--- src/hw/rtl/lfu_pkg.sv ---
// Package for the LFU key-value cache: field widths, codes and the stored row type.
// Used by the interfaces, the row memory, the scan unit and the top level.
package lfu_pkg;

  localparam int LFU_ENTRIES = 16;

  localparam int KEY_W   = 32;
  localparam int DATA_W  = 32;
  localparam int USES_W  = 32;
  localparam int STAMP_W = 48;
  localparam int CAP_W   = 5;
  localparam int APB_W   = 32;
  localparam int ADDR_W  = 3;

  localparam logic [CAP_W-1:0] CAP_RESET = CAP_W'(16);

  localparam logic CMD_GET = 1'b0;
  localparam logic CMD_PUT = 1'b1;

  // Register index, taken from paddr[2]
  localparam logic REG_CAPACITY = 1'b0;

  typedef struct packed {
    logic               valid;
    logic [KEY_W-1:0]   key;
    logic [DATA_W-1:0]  data;
    logic [USES_W-1:0]  uses;
    logic [STAMP_W-1:0] stamp;
  } row_t;

  typedef struct packed {
    logic hit;
    logic vic;
    logic free;
  } scan_flags_t;

endpackage

--- src/hw/rtl/lfu_req_if.sv ---
// Request channel of the LFU cache: valid/ready handshake with cmd, key and data_in.
// Depends on lfu_pkg for field widths.
interface lfu_req_if;
  logic                            valid;
  logic                            ready;
  logic                            cmd;
  logic signed [lfu_pkg::KEY_W-1:0]  key;
  logic signed [lfu_pkg::DATA_W-1:0] data_in;

  modport source (output valid, output cmd, output key, output data_in, input ready);
  modport sink   (input valid, input cmd, input key, input data_in, output ready);
endinterface

--- src/hw/rtl/lfu_rsp_if.sv ---
// Response channel of the LFU cache: valid/ready handshake with found and data_out.
// Depends on lfu_pkg for field widths.
interface lfu_rsp_if;
  logic                              valid;
  logic                              ready;
  logic                              found;
  logic signed [lfu_pkg::DATA_W-1:0] data_out;

  modport source (output valid, output found, output data_out, input ready);
  modport sink   (input valid, input found, input data_out, output ready);
endinterface

--- src/hw/rtl/lfu_mem.sv ---
// Row memory of the LFU cache: one write port, one read port with registered data.
// Depends on lfu_pkg for the row type.
module lfu_mem #(
  parameter int ENTRIES = lfu_pkg::LFU_ENTRIES
) (
  input  logic                                     clk,
  input  logic                                     we,
  input  logic [(ENTRIES > 1 ? $clog2(ENTRIES) : 1)-1:0] waddr,
  input  lfu_pkg::row_t                            wdata,
  input  logic [(ENTRIES > 1 ? $clog2(ENTRIES) : 1)-1:0] raddr,
  output lfu_pkg::row_t                            rdata
);

  lfu_pkg::row_t mem [ENTRIES];

  always_ff @(posedge clk) begin
    if (we) begin
      mem[waddr] <= wdata;
    end
  end

  always_ff @(posedge clk) begin
    rdata <= mem[raddr];
  end

endmodule

--- src/hw/rtl/lfu_scan.sv ---
// Scan unit of the LFU cache: takes one row per cycle while en is high and keeps the key match,
// the least-used victim, the lowest free slot and the occupancy. Depends on lfu_pkg.
module lfu_scan #(
  parameter int ENTRIES = lfu_pkg::LFU_ENTRIES,
  localparam int IDX_W = ENTRIES > 1 ? $clog2(ENTRIES) : 1,
  localparam int CNT_W = $clog2(ENTRIES + 1)
) (
  input  logic                        clk,
  input  logic                        rst,
  input  logic                        start,
  input  logic                        en,
  input  logic [IDX_W-1:0]            idx,
  input  lfu_pkg::row_t               row,
  input  logic [lfu_pkg::KEY_W-1:0]   key,
  output lfu_pkg::scan_flags_t        flags,
  output logic [IDX_W-1:0]            hit_idx,
  output lfu_pkg::row_t               hit_row,
  output logic [IDX_W-1:0]            vic_idx,
  output logic [IDX_W-1:0]            free_idx,
  output logic [CNT_W-1:0]            used
);

  logic [lfu_pkg::USES_W-1:0]  vic_uses;
  logic [lfu_pkg::STAMP_W-1:0] vic_stamp;
  logic take_hit;
  logic take_vic;
  logic take_free;

  always_comb begin
    take_hit  = en && row.valid && !flags.hit && (row.key == key);
    take_vic  = en && row.valid &&
                (!flags.vic || (row.uses < vic_uses) ||
                 ((row.uses == vic_uses) && (row.stamp < vic_stamp)));
    take_free = en && !row.valid && !flags.free;
  end

  always_ff @(posedge clk) begin
    if (rst || start) begin
      flags <= '0;
      used  <= '0;
    end else begin
      if (en && row.valid) begin
        used <= used + CNT_W'(1);
      end
      if (take_hit) begin
        flags.hit <= 1'b1;
      end
      if (take_vic) begin
        flags.vic <= 1'b1;
      end
      if (take_free) begin
        flags.free <= 1'b1;
      end
    end
  end

  always_ff @(posedge clk) begin
    if (take_hit) begin
      hit_idx <= idx;
      hit_row <= row;
    end
    if (take_vic) begin
      vic_idx   <= idx;
      vic_uses  <= row.uses;
      vic_stamp <= row.stamp;
    end
    if (take_free) begin
      free_idx <= idx;
    end
  end

endmodule

--- src/hw/rtl/lfu_cache_key_value_store.sv ---
// Top level of the LFU key-value cache with oldest-stamp tie break.
// Depends on lfu_pkg, lfu_req_if, lfu_rsp_if, lfu_mem and lfu_scan.
//
//   channel  | modport | transfer when          | payload
//   ---------+---------+------------------------+----------------------
//   req      | sink    | req.valid && req.ready | cmd, key, data_in
//   rsp      | source  | rsp.valid && rsp.ready | found, data_out
//   apb      | slave   | psel&&penable&&pwrite  | paddr, pwdata (capacity)
//
// An item passes through the scan, wait and decide steps, plus an evict step for an insert
// that also evicts: the scan unit reads one row per cycle from the single-port-read row
// memory. With capacity zero an item goes from idle straight to the decide step and
// writes no row. After reset a clearing pass writes every row invalid, with req not ready.
// req is ready only while idle; a result waits in the output register while the next
// item is taken, and the final step holds while that register is still full.
module lfu_cache_key_value_store #(
  parameter int ENTRIES = lfu_pkg::LFU_ENTRIES
) (
  input  logic                        clk,
  input  logic                        rst,
  lfu_req_if.sink                     req,
  lfu_rsp_if.source                   rsp,
  input  logic                        psel,
  input  logic                        penable,
  input  logic                        pwrite,
  input  logic [lfu_pkg::ADDR_W-1:0]  paddr,
  input  logic [lfu_pkg::APB_W-1:0]   pwdata,
  output logic [lfu_pkg::APB_W-1:0]   prdata,
  output logic                        pready
);

  localparam int IDX_W = ENTRIES > 1 ? $clog2(ENTRIES) : 1;
  localparam int CNT_W = $clog2(ENTRIES + 1);
  localparam int CMP_W = CNT_W > lfu_pkg::CAP_W ? CNT_W : lfu_pkg::CAP_W;

  typedef enum logic [5:0] {
    ST_CLEAR  = 6'b000001,
    ST_IDLE   = 6'b000010,
    ST_SCAN   = 6'b000100,
    ST_WAIT   = 6'b001000,
    ST_DECIDE = 6'b010000,
    ST_EVICT  = 6'b100000
  } state_t;

  state_t state;
  logic [IDX_W-1:0]                 addr;
  logic [lfu_pkg::CAP_W-1:0]        capacity;
  logic [lfu_pkg::STAMP_W-1:0]      clock_stamp;
  logic                             cmd_q;
  logic [lfu_pkg::KEY_W-1:0]        key_q;
  logic [lfu_pkg::DATA_W-1:0]       din_q;
  logic                             rsp_valid;
  logic                             rsp_found;
  logic [lfu_pkg::DATA_W-1:0]       rsp_data;
  logic                             scan_vld;
  logic [IDX_W-1:0]                 scan_idx;

  logic                             mem_we;
  logic [IDX_W-1:0]                 mem_waddr;
  lfu_pkg::row_t                    mem_wdata;
  lfu_pkg::row_t                    mem_rdata;

  lfu_pkg::scan_flags_t             flags;
  logic [IDX_W-1:0]                 hit_idx;
  lfu_pkg::row_t                    hit_row;
  logic [IDX_W-1:0]                 vic_idx;
  logic [IDX_W-1:0]                 free_idx;
  logic [CNT_W-1:0]                 used;

  logic                             accept;
  logic                             cfg_write;
  logic                             cap_zero;
  logic                             out_free;
  logic                             evict;
  logic [IDX_W-1:0]                 ins_slot;
  logic                             evict_extra;
  logic [lfu_pkg::USES_W-1:0]       uses_inc;
  logic                             res_found;
  logic [lfu_pkg::DATA_W-1:0]       res_data;
  logic                             last;

  assign accept    = req.valid && req.ready;
  assign cfg_write = psel && penable && pwrite && pready;
  assign cap_zero  = (capacity == '0);
  assign out_free  = !rsp_valid || rsp.ready;
  assign last      = (addr == IDX_W'(ENTRIES - 1));
  assign pready    = 1'b1;
  assign prdata    = (paddr[2] == lfu_pkg::REG_CAPACITY) ?
                     lfu_pkg::APB_W'(capacity) : '0;

  assign req.ready    = (state == ST_IDLE);
  assign rsp.valid    = rsp_valid;
  assign rsp.found    = rsp_found;
  assign rsp.data_out = rsp_data;

  lfu_mem #(.ENTRIES(ENTRIES)) u_mem (
    .clk   (clk),
    .we    (mem_we),
    .waddr (mem_waddr),
    .wdata (mem_wdata),
    .raddr (addr),
    .rdata (mem_rdata)
  );

  lfu_scan #(.ENTRIES(ENTRIES)) u_scan (
    .clk      (clk),
    .rst      (rst),
    .start    (accept),
    .en       (scan_vld),
    .idx      (scan_idx),
    .row      (mem_rdata),
    .key      (key_q),
    .flags    (flags),
    .hit_idx  (hit_idx),
    .hit_row  (hit_row),
    .vic_idx  (vic_idx),
    .free_idx (free_idx),
    .used     (used)
  );

  always_comb begin
    evict = (CMP_W'(used) >= CMP_W'(capacity)) || (used == CNT_W'(ENTRIES));
    if (flags.free && (!evict || (free_idx < vic_idx))) begin
      ins_slot = free_idx;
    end else begin
      ins_slot = vic_idx;
    end
    evict_extra = (cmd_q == lfu_pkg::CMD_PUT) && !flags.hit && evict &&
                  (ins_slot != vic_idx);
    uses_inc = (hit_row.uses == '1) ? hit_row.uses : hit_row.uses + lfu_pkg::USES_W'(1);

    if (cap_zero) begin
      res_found = 1'b0;
      res_data  = (cmd_q == lfu_pkg::CMD_PUT) ? '0 : '1;
    end else if (cmd_q == lfu_pkg::CMD_PUT) begin
      res_found = flags.hit;
      res_data  = '0;
    end else begin
      res_found = flags.hit;
      res_data  = flags.hit ? hit_row.data : '1;
    end

    mem_we    = 1'b0;
    mem_waddr = addr;
    mem_wdata = '0;
    case (state)
      ST_CLEAR: begin
        mem_we = 1'b1;
      end
      ST_DECIDE: begin
        if (out_free && !cap_zero) begin
          if (flags.hit) begin
            mem_we          = 1'b1;
            mem_waddr       = hit_idx;
            mem_wdata.valid = 1'b1;
            mem_wdata.key   = key_q;
            mem_wdata.data  = (cmd_q == lfu_pkg::CMD_PUT) ? din_q : hit_row.data;
            mem_wdata.uses  = uses_inc;
            mem_wdata.stamp = clock_stamp;
          end else if (cmd_q == lfu_pkg::CMD_PUT) begin
            mem_we          = 1'b1;
            mem_waddr       = ins_slot;
            mem_wdata.valid = 1'b1;
            mem_wdata.key   = key_q;
            mem_wdata.data  = din_q;
            mem_wdata.uses  = lfu_pkg::USES_W'(1);
            mem_wdata.stamp = clock_stamp;
          end
        end
      end
      ST_EVICT: begin
        mem_we    = 1'b1;
        mem_waddr = vic_idx;
      end
      default: begin
        mem_we = 1'b0;
      end
    endcase
  end

  always_ff @(posedge clk) begin
    if (rst) begin
      state       <= ST_CLEAR;
      addr        <= '0;
      capacity    <= lfu_pkg::CAP_RESET;
      clock_stamp <= '0;
      rsp_valid   <= 1'b0;
      scan_vld    <= 1'b0;
    end else begin
      if (cfg_write && (paddr[2] == lfu_pkg::REG_CAPACITY)) begin
        capacity <= pwdata[lfu_pkg::CAP_W-1:0];
      end
      scan_vld <= (state == ST_SCAN);
      if ((state == ST_DECIDE) && out_free) begin
        rsp_valid <= 1'b1;
      end else if (rsp.ready) begin
        rsp_valid <= 1'b0;
      end
      case (state)
        ST_CLEAR: begin
          if (last) begin
            addr  <= '0;
            state <= ST_IDLE;
          end else begin
            addr <= addr + IDX_W'(1);
          end
        end
        ST_IDLE: begin
          if (accept) begin
            addr <= '0;
            if (cap_zero) begin
              state <= ST_DECIDE;
            end else begin
              clock_stamp <= clock_stamp + lfu_pkg::STAMP_W'(1);
              state       <= ST_SCAN;
            end
          end
        end
        ST_SCAN: begin
          if (last) begin
            addr  <= '0;
            state <= ST_WAIT;
          end else begin
            addr <= addr + IDX_W'(1);
          end
        end
        ST_WAIT: begin
          state <= ST_DECIDE;
        end
        ST_DECIDE: begin
          if (out_free) begin
            state <= (!cap_zero && evict_extra) ? ST_EVICT : ST_IDLE;
          end
        end
        ST_EVICT: begin
          state <= ST_IDLE;
        end
        default: begin
          state <= ST_IDLE;
        end
      endcase
    end
  end

  always_ff @(posedge clk) begin
    scan_idx <= addr;
    if (accept) begin
      cmd_q <= req.cmd;
      key_q <= req.key;
      din_q <= req.data_in;
    end
    if ((state == ST_DECIDE) && out_free) begin
      rsp_found <= res_found;
      rsp_data  <= res_data;
    end
  end

`ifndef SYNTHESIS
  a_rsp_from_decide: assert property (@(posedge clk) disable iff (rst)
    $rose(rsp_valid) |-> $past(state == ST_DECIDE))
    else $error("response raised outside the decide step");

  a_victim_present: assert property (@(posedge clk) disable iff (rst)
    (state == ST_DECIDE) && !cap_zero && (cmd_q == lfu_pkg::CMD_PUT) &&
    !flags.hit && evict |-> flags.vic)
    else $error("eviction needed but no victim found");

  a_no_write_in_scan: assert property (@(posedge clk) disable iff (rst)
    (state == ST_SCAN) || (state == ST_WAIT) |-> !mem_we)
    else $error("row memory written during scan");

  a_used_bound: assert property (@(posedge clk) disable iff (rst)
    (state == ST_DECIDE) |-> (used <= CNT_W'(ENTRIES)))
    else $error("occupancy above entry count");
`endif

endmodule
--- src/flat_wrapper.sv ---
// flat-port wrapper written by rule: the top's interface ports become plain ports
module lfu_cache_key_value_store_flat 
#(
  parameter int ENTRIES = lfu_pkg::LFU_ENTRIES
)
  (clk, rst, psel, penable, pwrite, paddr, pwdata, prdata, pready, req_valid, req_cmd, req_key, req_data_in, req_ready, rsp_valid, rsp_found, rsp_data_out, rsp_ready);
  lfu_req_if req_i ();
  lfu_rsp_if rsp_i ();
  input  logic clk;
  input  logic rst;
  input  logic psel;
  input  logic penable;
  input  logic pwrite;
  input  logic [lfu_pkg::ADDR_W-1:0] paddr;
  input  logic [lfu_pkg::APB_W-1:0] pwdata;
  output logic [lfu_pkg::APB_W-1:0] prdata;
  output logic pready;
  input wire logic [$bits(req_i.valid)-1:0] req_valid;
  input wire logic [$bits(req_i.cmd)-1:0] req_cmd;
  input wire logic [$bits(req_i.key)-1:0] req_key;
  input wire logic [$bits(req_i.data_in)-1:0] req_data_in;
  output wire logic [$bits(req_i.ready)-1:0] req_ready;
  output wire logic [$bits(rsp_i.valid)-1:0] rsp_valid;
  output wire logic [$bits(rsp_i.found)-1:0] rsp_found;
  output wire logic [$bits(rsp_i.data_out)-1:0] rsp_data_out;
  input wire logic [$bits(rsp_i.ready)-1:0] rsp_ready;
  assign req_i.valid = req_valid;
  assign req_i.cmd = req_cmd;
  assign req_i.key = req_key;
  assign req_i.data_in = req_data_in;
  assign req_ready = req_i.ready;
  assign rsp_valid = rsp_i.valid;
  assign rsp_found = rsp_i.found;
  assign rsp_data_out = rsp_i.data_out;
  assign rsp_i.ready = rsp_ready;
  lfu_cache_key_value_store #(.ENTRIES(ENTRIES)) u_core (.clk(clk), .rst(rst), .req(req_i), .rsp(rsp_i), .psel(psel), .penable(penable), .pwrite(pwrite), .paddr(paddr), .pwdata(pwdata), .prdata(prdata), .pready(pready));
endmodule
--- config.mk ---
export PLATFORM = sky130hd
export DESIGN_NAME = lfu_cache_key_value_store_flat
export DESIGN_NICKNAME = d
export VERILOG_FILES = /design/src/hw/rtl/lfu_pkg.sv /design/src/hw/rtl/lfu_req_if.sv /design/src/hw/rtl/lfu_rsp_if.sv /design/src/hw/rtl/lfu_mem.sv /design/src/hw/rtl/lfu_scan.sv /design/src/hw/rtl/lfu_cache_key_value_store.sv /design/src/flat_wrapper.sv
export SDC_FILE = /design/constraint.sdc
export NUM_CORES = 2
export LEC_CHECK = 0
export ABC_CLOCK_PERIOD_IN_PS = 52000
export BUFFER_PORTS_ARGS = -buffer_cell sky130_fd_sc_hd__buf_4
export CELL_PAD_IN_SITES_DETAIL_PLACEMENT = 0
export CELL_PAD_IN_SITES_GLOBAL_PLACEMENT = 1
export CORE_ASPECT_RATIO = 1.1
export CORE_MARGIN = 2
export CORE_UTILIZATION = 60
export DETAILED_ROUTE_END_ITERATION = 8
export PLACE_DENSITY = 0.95
export SLEW_MARGIN = 20
export SYNTH_ARGS = -nofsm -noshare
export SYNTH_HDL_FRONTEND = slang
export SYNTH_SLANG_ARGS = --single-unit
--- constraint.sdc ---
create_clock -name clk -period 52 [get_ports clk]
set_clock_uncertainty 0.1 [all_clocks]
set_input_delay 10.4 -clock clk [delete_from_list [all_inputs] [get_ports clk]]
set_output_delay 10.4 -clock clk [all_outputs]
set_load 0.02 [all_outputs]
Word level (Yosys, flattened, before mapping)
Memories as Yosys holds them, arrays and structs flattened. A register that Yosys moved wholly into a read port is not among the register bits.
Cells that the tools add are included.

storage, ports and cells
  flip-flop bits (word level) = 331
  bits of input ports = 107
  memory bits (writable) = 2,320
  memory bits (read-only) = 0
  word-level logic and storage cells = 123
  latch bits = 0
  memories = 1

memory list
  name              words  bits a word  rd ports  clocked after Yosys merged registers in  wr ports  RTL line       source
  u_core.u_mem.mem  16     145          1         1                                        1         lfu_mem.sv:14  lfu_pkg::row_t mem [ENTRIES];

cells by class
  div/mod/pow operators = 0
  reduce and logical (&&, ||, !) cells = 39
  add/sub/neg operators = 4
  muxes and demuxes = 34
  order comparisons = 4
  multipliers = 0
  equality and inequality tests = 16
  bitwise operators = 2
  shift-type cells = 0

operators by type and width
  operator               number
  $mux 145               4
  $mux 32                6
  $eq 32x32->1           2
  $add 48x1->48 const B  1
  $lt 48x48->1           1
  $add 32x1->32 const B  1
  $eq 32x32->1 const B   1
  $lt 32x32->1           1
  $mux 6                 5
  $pmux 6 s5             1
  $mux 4                 6
  $logic_and 1x1->1      18
  $pmux 4 s2             2
  $mux 5                 2
  $logic_not 1->1        7
  $mux 1                 7
  $eq 6x1->1 const B     1
  $eq 6x2->1 const B     1
  $eq 6x3->1 const B     1
  $eq 6x4->1 const B     1
  $eq 6x5->1 const B     1
  $eq 6x6->1 const B     1
  $logic_or 1x1->1       6
  $ne 2x1->1 const B     3
  other kinds (16)       19

Logic depth before layout (Yosys ltp)
  word-level depth = 12
  gate-level depth with buffers = 10
  depth with buffers taken out = 9

By module
Synthesis repeated with hierarchy kept, for this count alone.

unflattened totals
  cells, all modules = 5,378
  area total of the unflattened synthesis = 108,836.9 um^2

modules (own cells, without submodules)
  module                     area each (um^2)  cells each  seq. area each (um^2)  instances
  lfu_mem                    89,950.0          3,786       72,569.6               1
  lfu_scan                   9,766.9           597         7,277.0                1
  lfu_cache_key_value_store  9,120.0           995         4,324.1                1

Worst setup path before layout
No wires, ideal clock.

  path type = input to register
  start point = input port rsp_ready
  end point = memory u_core.u_mem.mem[9][0] (netlist bit), enable pin
  arrival = 26.742 ns
  slack = 24.102 ns
  setup time = 1.057 ns
  path buffers = 0
  stages on the path = 8
  path through = nand2b_1 > nand3_2 > clkinv_2 > nand2_4 > nor4b_1 > a311oi_2 > nand2_1 > nor4b_1

between the ends
  word-level cells in the longest chain between the ends = 6
  elaborated cells between the ends (all ways) = 8

RTL lines
  element                       RTL line                          source
  from (decl)                   flat_wrapper.sv:26                input wire logic [$bits(rsp_i.ready)-1:0] rsp_ready;
  $logic_or 1x1->1 (*)          lfu_cache_key_value_store.sv:85   assign out_free = !rsp_valid || rsp.ready;
  $logic_and 1x1->1 (*)         lfu_cache_key_value_store.sv:151  if (out_free && !cap_zero) begin
  $mux 1                        lfu_cache_key_value_store.sv:151
  $pmux 1 s2                    lfu_cache_key_value_store.sv:146  case (state)
  $mux 1                        lfu_mem.sv:17                     if (we) begin
  $mux 1 (not written as such)  lfu_mem.sv:18                     mem[waddr] <= wdata;
  to (decl)                     lfu_mem.sv:14

Every way passes the cells marked *; elsewhere a longest branch is shown, timed or not.

Worst setup path after layout
  start point = input port paddr[2] (netlist bit)
  end point = output port prdata[3] (netlist bit)

between the ends
  word-level cells in the longest chain between the ends = 1

RTL lines
  element      RTL line                         source
  from (decl)  flat_wrapper.sv:14               input logic [lfu_pkg::ADDR_W-1:0] paddr;
  $mux 5       lfu_cache_key_value_store.sv:88  assign prdata = (paddr[2] == lfu_pkg::REG_CAPACITY) ?
  to (decl)    flat_wrapper.sv:16               output logic [lfu_pkg::APB_W-1:0] prdata;

No other way between the ends.

==> flow_summary.json <==
{
  "synth_top_area_share_pct": 72.9,
  "vias": 54700,
  "p_per_area_nw_per_um2": 47.3,
  "required_ns": 41.50,
  "hold_viol": 0,
  "grt_pass1_wl_mm": 399,
  "die_w_um": 405,
  "antenna_found_initial": 3,
  "cts_max_level": 5,
  "seq_area_frac_synth_pct": 77.1,
  "ctsResizeCount": 0,
  "pre_cts_slack_ns": 30.70,
  "portBuffers": 117,
  "drive_above_1_share_pct": 26.1,
  "drtIter0Drc": 9160,
  "grt_pass1_vias": 56400,
  "startpoint_type": "primary input",
  "max_freq_mhz": 47.0,
  "yosys_warnings": 0,
  "synth_edf_count": 2574,
  "crit_arrival_ns": 10.79,
  "slew_headroom_pct": 20.8,
  "cts_made_buffers": 278,
  "clkSlewWorstSetupHoldPaths_ns": 0.07,
  "p_leak_nw": 40.9,
  "p_comb_share_pct": 14.7,
  "avgSynthCellArea_um2": 21.8,
  "layout_common_cells": "edfxtp_1, mux4_2, clkbuf_16",
  "clock_tree.root_cell": "clkbuf_16",
  "die_h_um": 445,
  "stdcell_count": 7622,
  "dr.pass1.iters": 8,
  "core_um2": 175000,
  "fin_crit_ns": 21.29,
  "drv_cap": 0,
  "synth_async_sr_flop_share_pct": 0,
  "insertion_delay_ns": 0.94,
  "top_layer": "met5",
  "totalWireLength_mm": 277,
  "hold_class": "register to register",
  "ios": 175,
  "finalWeightedCongestion": 0.821,
  "viasPerCell": 7.18,
  "post-route-period-util_pct": 40.9,
  "peakVddDrop_mv": 0.0556,
  "synthCells": 4869,
  "track_usage_pct": 31.0,
  "drv_slew": 0,
  "worstSetupEndpointType": "output port",
  "synthToLayoutAreaGrowth_pct": 11.9,
  "power_switching_w": 0.00142,
  "synth_seq_cells": 2796,
  "p_seq_share_pct": 49.2,
  "tightest_slew_ns": 1.19,
  "syn-cell-area_um2": 106000,
  "synthDistinctLibCells": 77,
  "grt-ovfl-total": 0,
  "wl_met2_mm": 139,
  "route.met3.wl_mm": 31.2,
  "mostFrequentLayoutCell": "edfxtp_1",
  "dp.cells": 7137,
  "cts-hold-fix-buffers": 0,
  "sw_frac_of_total_pct": 25.3,
  "final_util_pct": 67.7,
  "cts_max_path_buffers": 4,
  "layout_setup_ws_ns": 30.71,
  "rsz0062_at_grt": "false",
  "ant_nets": 0,
  "design.die.area_um2": 180000,
  "status": "finished, final reports clean",
  "nets": 5335,
  "synthTopCellsByArea": "edfxtp_1, mux4_2, dfxtp_1",
  "synth_area_leader_cell": "edfxtp_1",
  "post_cts_buffers": 0,
  "worstSetupPathType": "primary input to output port",
  "start_util_pct": 60.5,
  "cts_tree": "done",
  "synthFlopType": "edfxtp_1",
  "rows": 161,
  "route.detailed.drc": 0,
  "finalSetupViolCount": 0,
  "wl_per_cell_um": 36.3,
  "power_frac_clock_pct": 36.1,
  "wl_met1_mm": 91.6,
  "grt_max_degree": 163,
  "tns_ns": 0,
  "internal-power_w": 0.00420,
  "dp_hpwl_mm": 121,
  "cp_max_fo": 6,
  "fillers": 9465,
  "cts_sinks": 2796
}
==> worst paths after layout <==
path | end | cells after the start | start | slack, ns
hold / removal | u_core.u_scan.hit_row[107] | 0 | u_core.u_mem.rdata[107] | 0.30
hold reg to reg | u_core.u_scan.hit_row[107] | 0 | u_core.u_mem.rdata[107] | 0.30
setup reg to reg | u_core.u_mem.mem[11][129] | 10 | u_core.state[5] | 45.04
setup / recovery | prdata[3] | 3 | paddr[2] | 30.71
==> metrics by stage <==
step / cell area, um^2 / hold slack [ns] / power [W]
2_1_floorplan: 106000 / 0.229 / 0.00337
3_3_place_gp: 110000 / 0.287 / 0.00353
3_5_place_dp: 110000 / 0.289 / 0.00357
4_1_cts: 119000 / 0.297 / 0.00562
5_1_grt: 119000 / 0.303 / 0.00574
6_report: 119000 / 0.302 / 0.00562
==> cell families (layout without fill, tap and decap cells) <==
group                    count (synthesis)  in the layout  synth area share [%]
buffers and inverters                  353            797                  1.38
XOR/XNOR                               101            101                 0.834
flip-flops                            2796           2796                  77.1
AO/OA/AOI/OAI                          193            193                  1.15
adder cells (fa/ha/maj)                 92             92                  1.09
multiplexers                           730            730                  15.4
AND/OR/NAND/NOR                        602            602                  3.03
other                                    2             29               0.00708
==> synthesized netlist by cell type, types with 3 or more instances <==
| master | number |
|---|---|
| nor3_1 | 21 |
| o21a_1 | 6 |
| a211o_1 | 3 |
| edfxtp_1 | 2574 |
| a21o_1 | 7 |
| or2_2 | 3 |
| buf_4 | 29 |
| a21oi_1 | 63 |
| o21ai_0 | 41 |
| nor2_1 | 218 |
| xnor2_1 | 42 |
| nor4b_1 | 5 |
| mux4_2 | 725 |
| ha_1 | 92 |
| buf_2 | 17 |
| inv_1 | 107 |
| or3_1 | 21 |
| nor4_2 | 3 |
| dfxtp_1 | 222 |
| and2_1 | 84 |
| nand3_1 | 26 |
| clkbuf_1 | 129 |
| nand3_2 | 3 |
| nor2b_1 | 7 |
| mux2i_1 | 5 |
| o21ai_1 | 3 |
| nor4_1 | 14 |
| nand2b_1 | 8 |
| a211oi_1 | 11 |
| nand2_1 | 79 |
| and4_1 | 8 |
| a31oi_1 | 5 |
| xor2_1 | 59 |
| and4bb_2 | 3 |
| and3_1 | 14 |
| nand3b_1 | 4 |
| buf_1 | 68 |
| nor3_2 | 3 |
| nand4_1 | 48 |
| nor3b_1 | 7 |
| a22oi_1 | 34 |
==> per-layer routing <==
metal  global-route usage (%)  vias up
li1                         -    20500
met1                     40.0    28000
met2                     51.1     5197
met3                     6.49     1030
met4                     14.6        4
met5                        0        -
==> power by group through the flow <==
| stage | sequential [W] | clock (W) | combinational (W) |
|---|---|---|---|
| 4_1_cts | 0.00276 | 0.00204 | 0.000824 |
| 6_report | 0.00277 | 0.00203 | 0.000825 |
| 3_3_place_gp | 0.00277 | 0 | 0.000762 |
| 5_1_grt | 0.00277 | 0.00211 | 0.000856 |
| 3_5_place_dp | 0.00279 | 0 | 0.000785 |
| 2_1_floorplan | 0.00279 | 0 | 0.000580 |
==> worst max-delay path, stage by stage <==
cell	delay [ns]
buf_4	0.13
nor2_1	0.10
buf_4	0.15
==> sequential cells by signal (all words and copies together), names as in the netlist, 3 cells and up <==
signal and flops:
u_core.capacity 5, u_core.u_scan.vic_idx 4, u_core.addr 4, u_core.u_mem.rdata 145
u_core.rsp.data_out 32, u_core.u_mem.mem 2320, u_core.scan_idx 4, u_core.u_scan.flags 3
u_core.u_scan.used 5, u_core.clock_stamp 48, u_core.u_scan.vic_stamp 48, u_core.u_scan.vic_uses 32
u_core.u_scan.hit_row 64, u_core.key_q 32, u_core.state 6, u_core.din_q 32
u_core.u_scan.hit_idx 4, u_core.u_scan.free_idx 4
==> area by class of cell <==
| type | count | area (um^2) | area share, % |
|---|---|---|---|
| diodes | 1 | 2.50 | 0.00211 |
| repair buffers | 206 | 1660 | 1.40 |
| well taps | 2282 | 2860 | 2.40 |
| clock inverters | 115 | 1210 | 1.02 |
| multi-input cells | 1746 | 23100 | 19.5 |
| clock buffers | 368 | 7720 | 6.50 |
| inverters | 108 | 409 | 0.345 |
| flip-flops and latches | 2796 | 81800 | 68.9 |
Power figures use the tool's default switching activity.
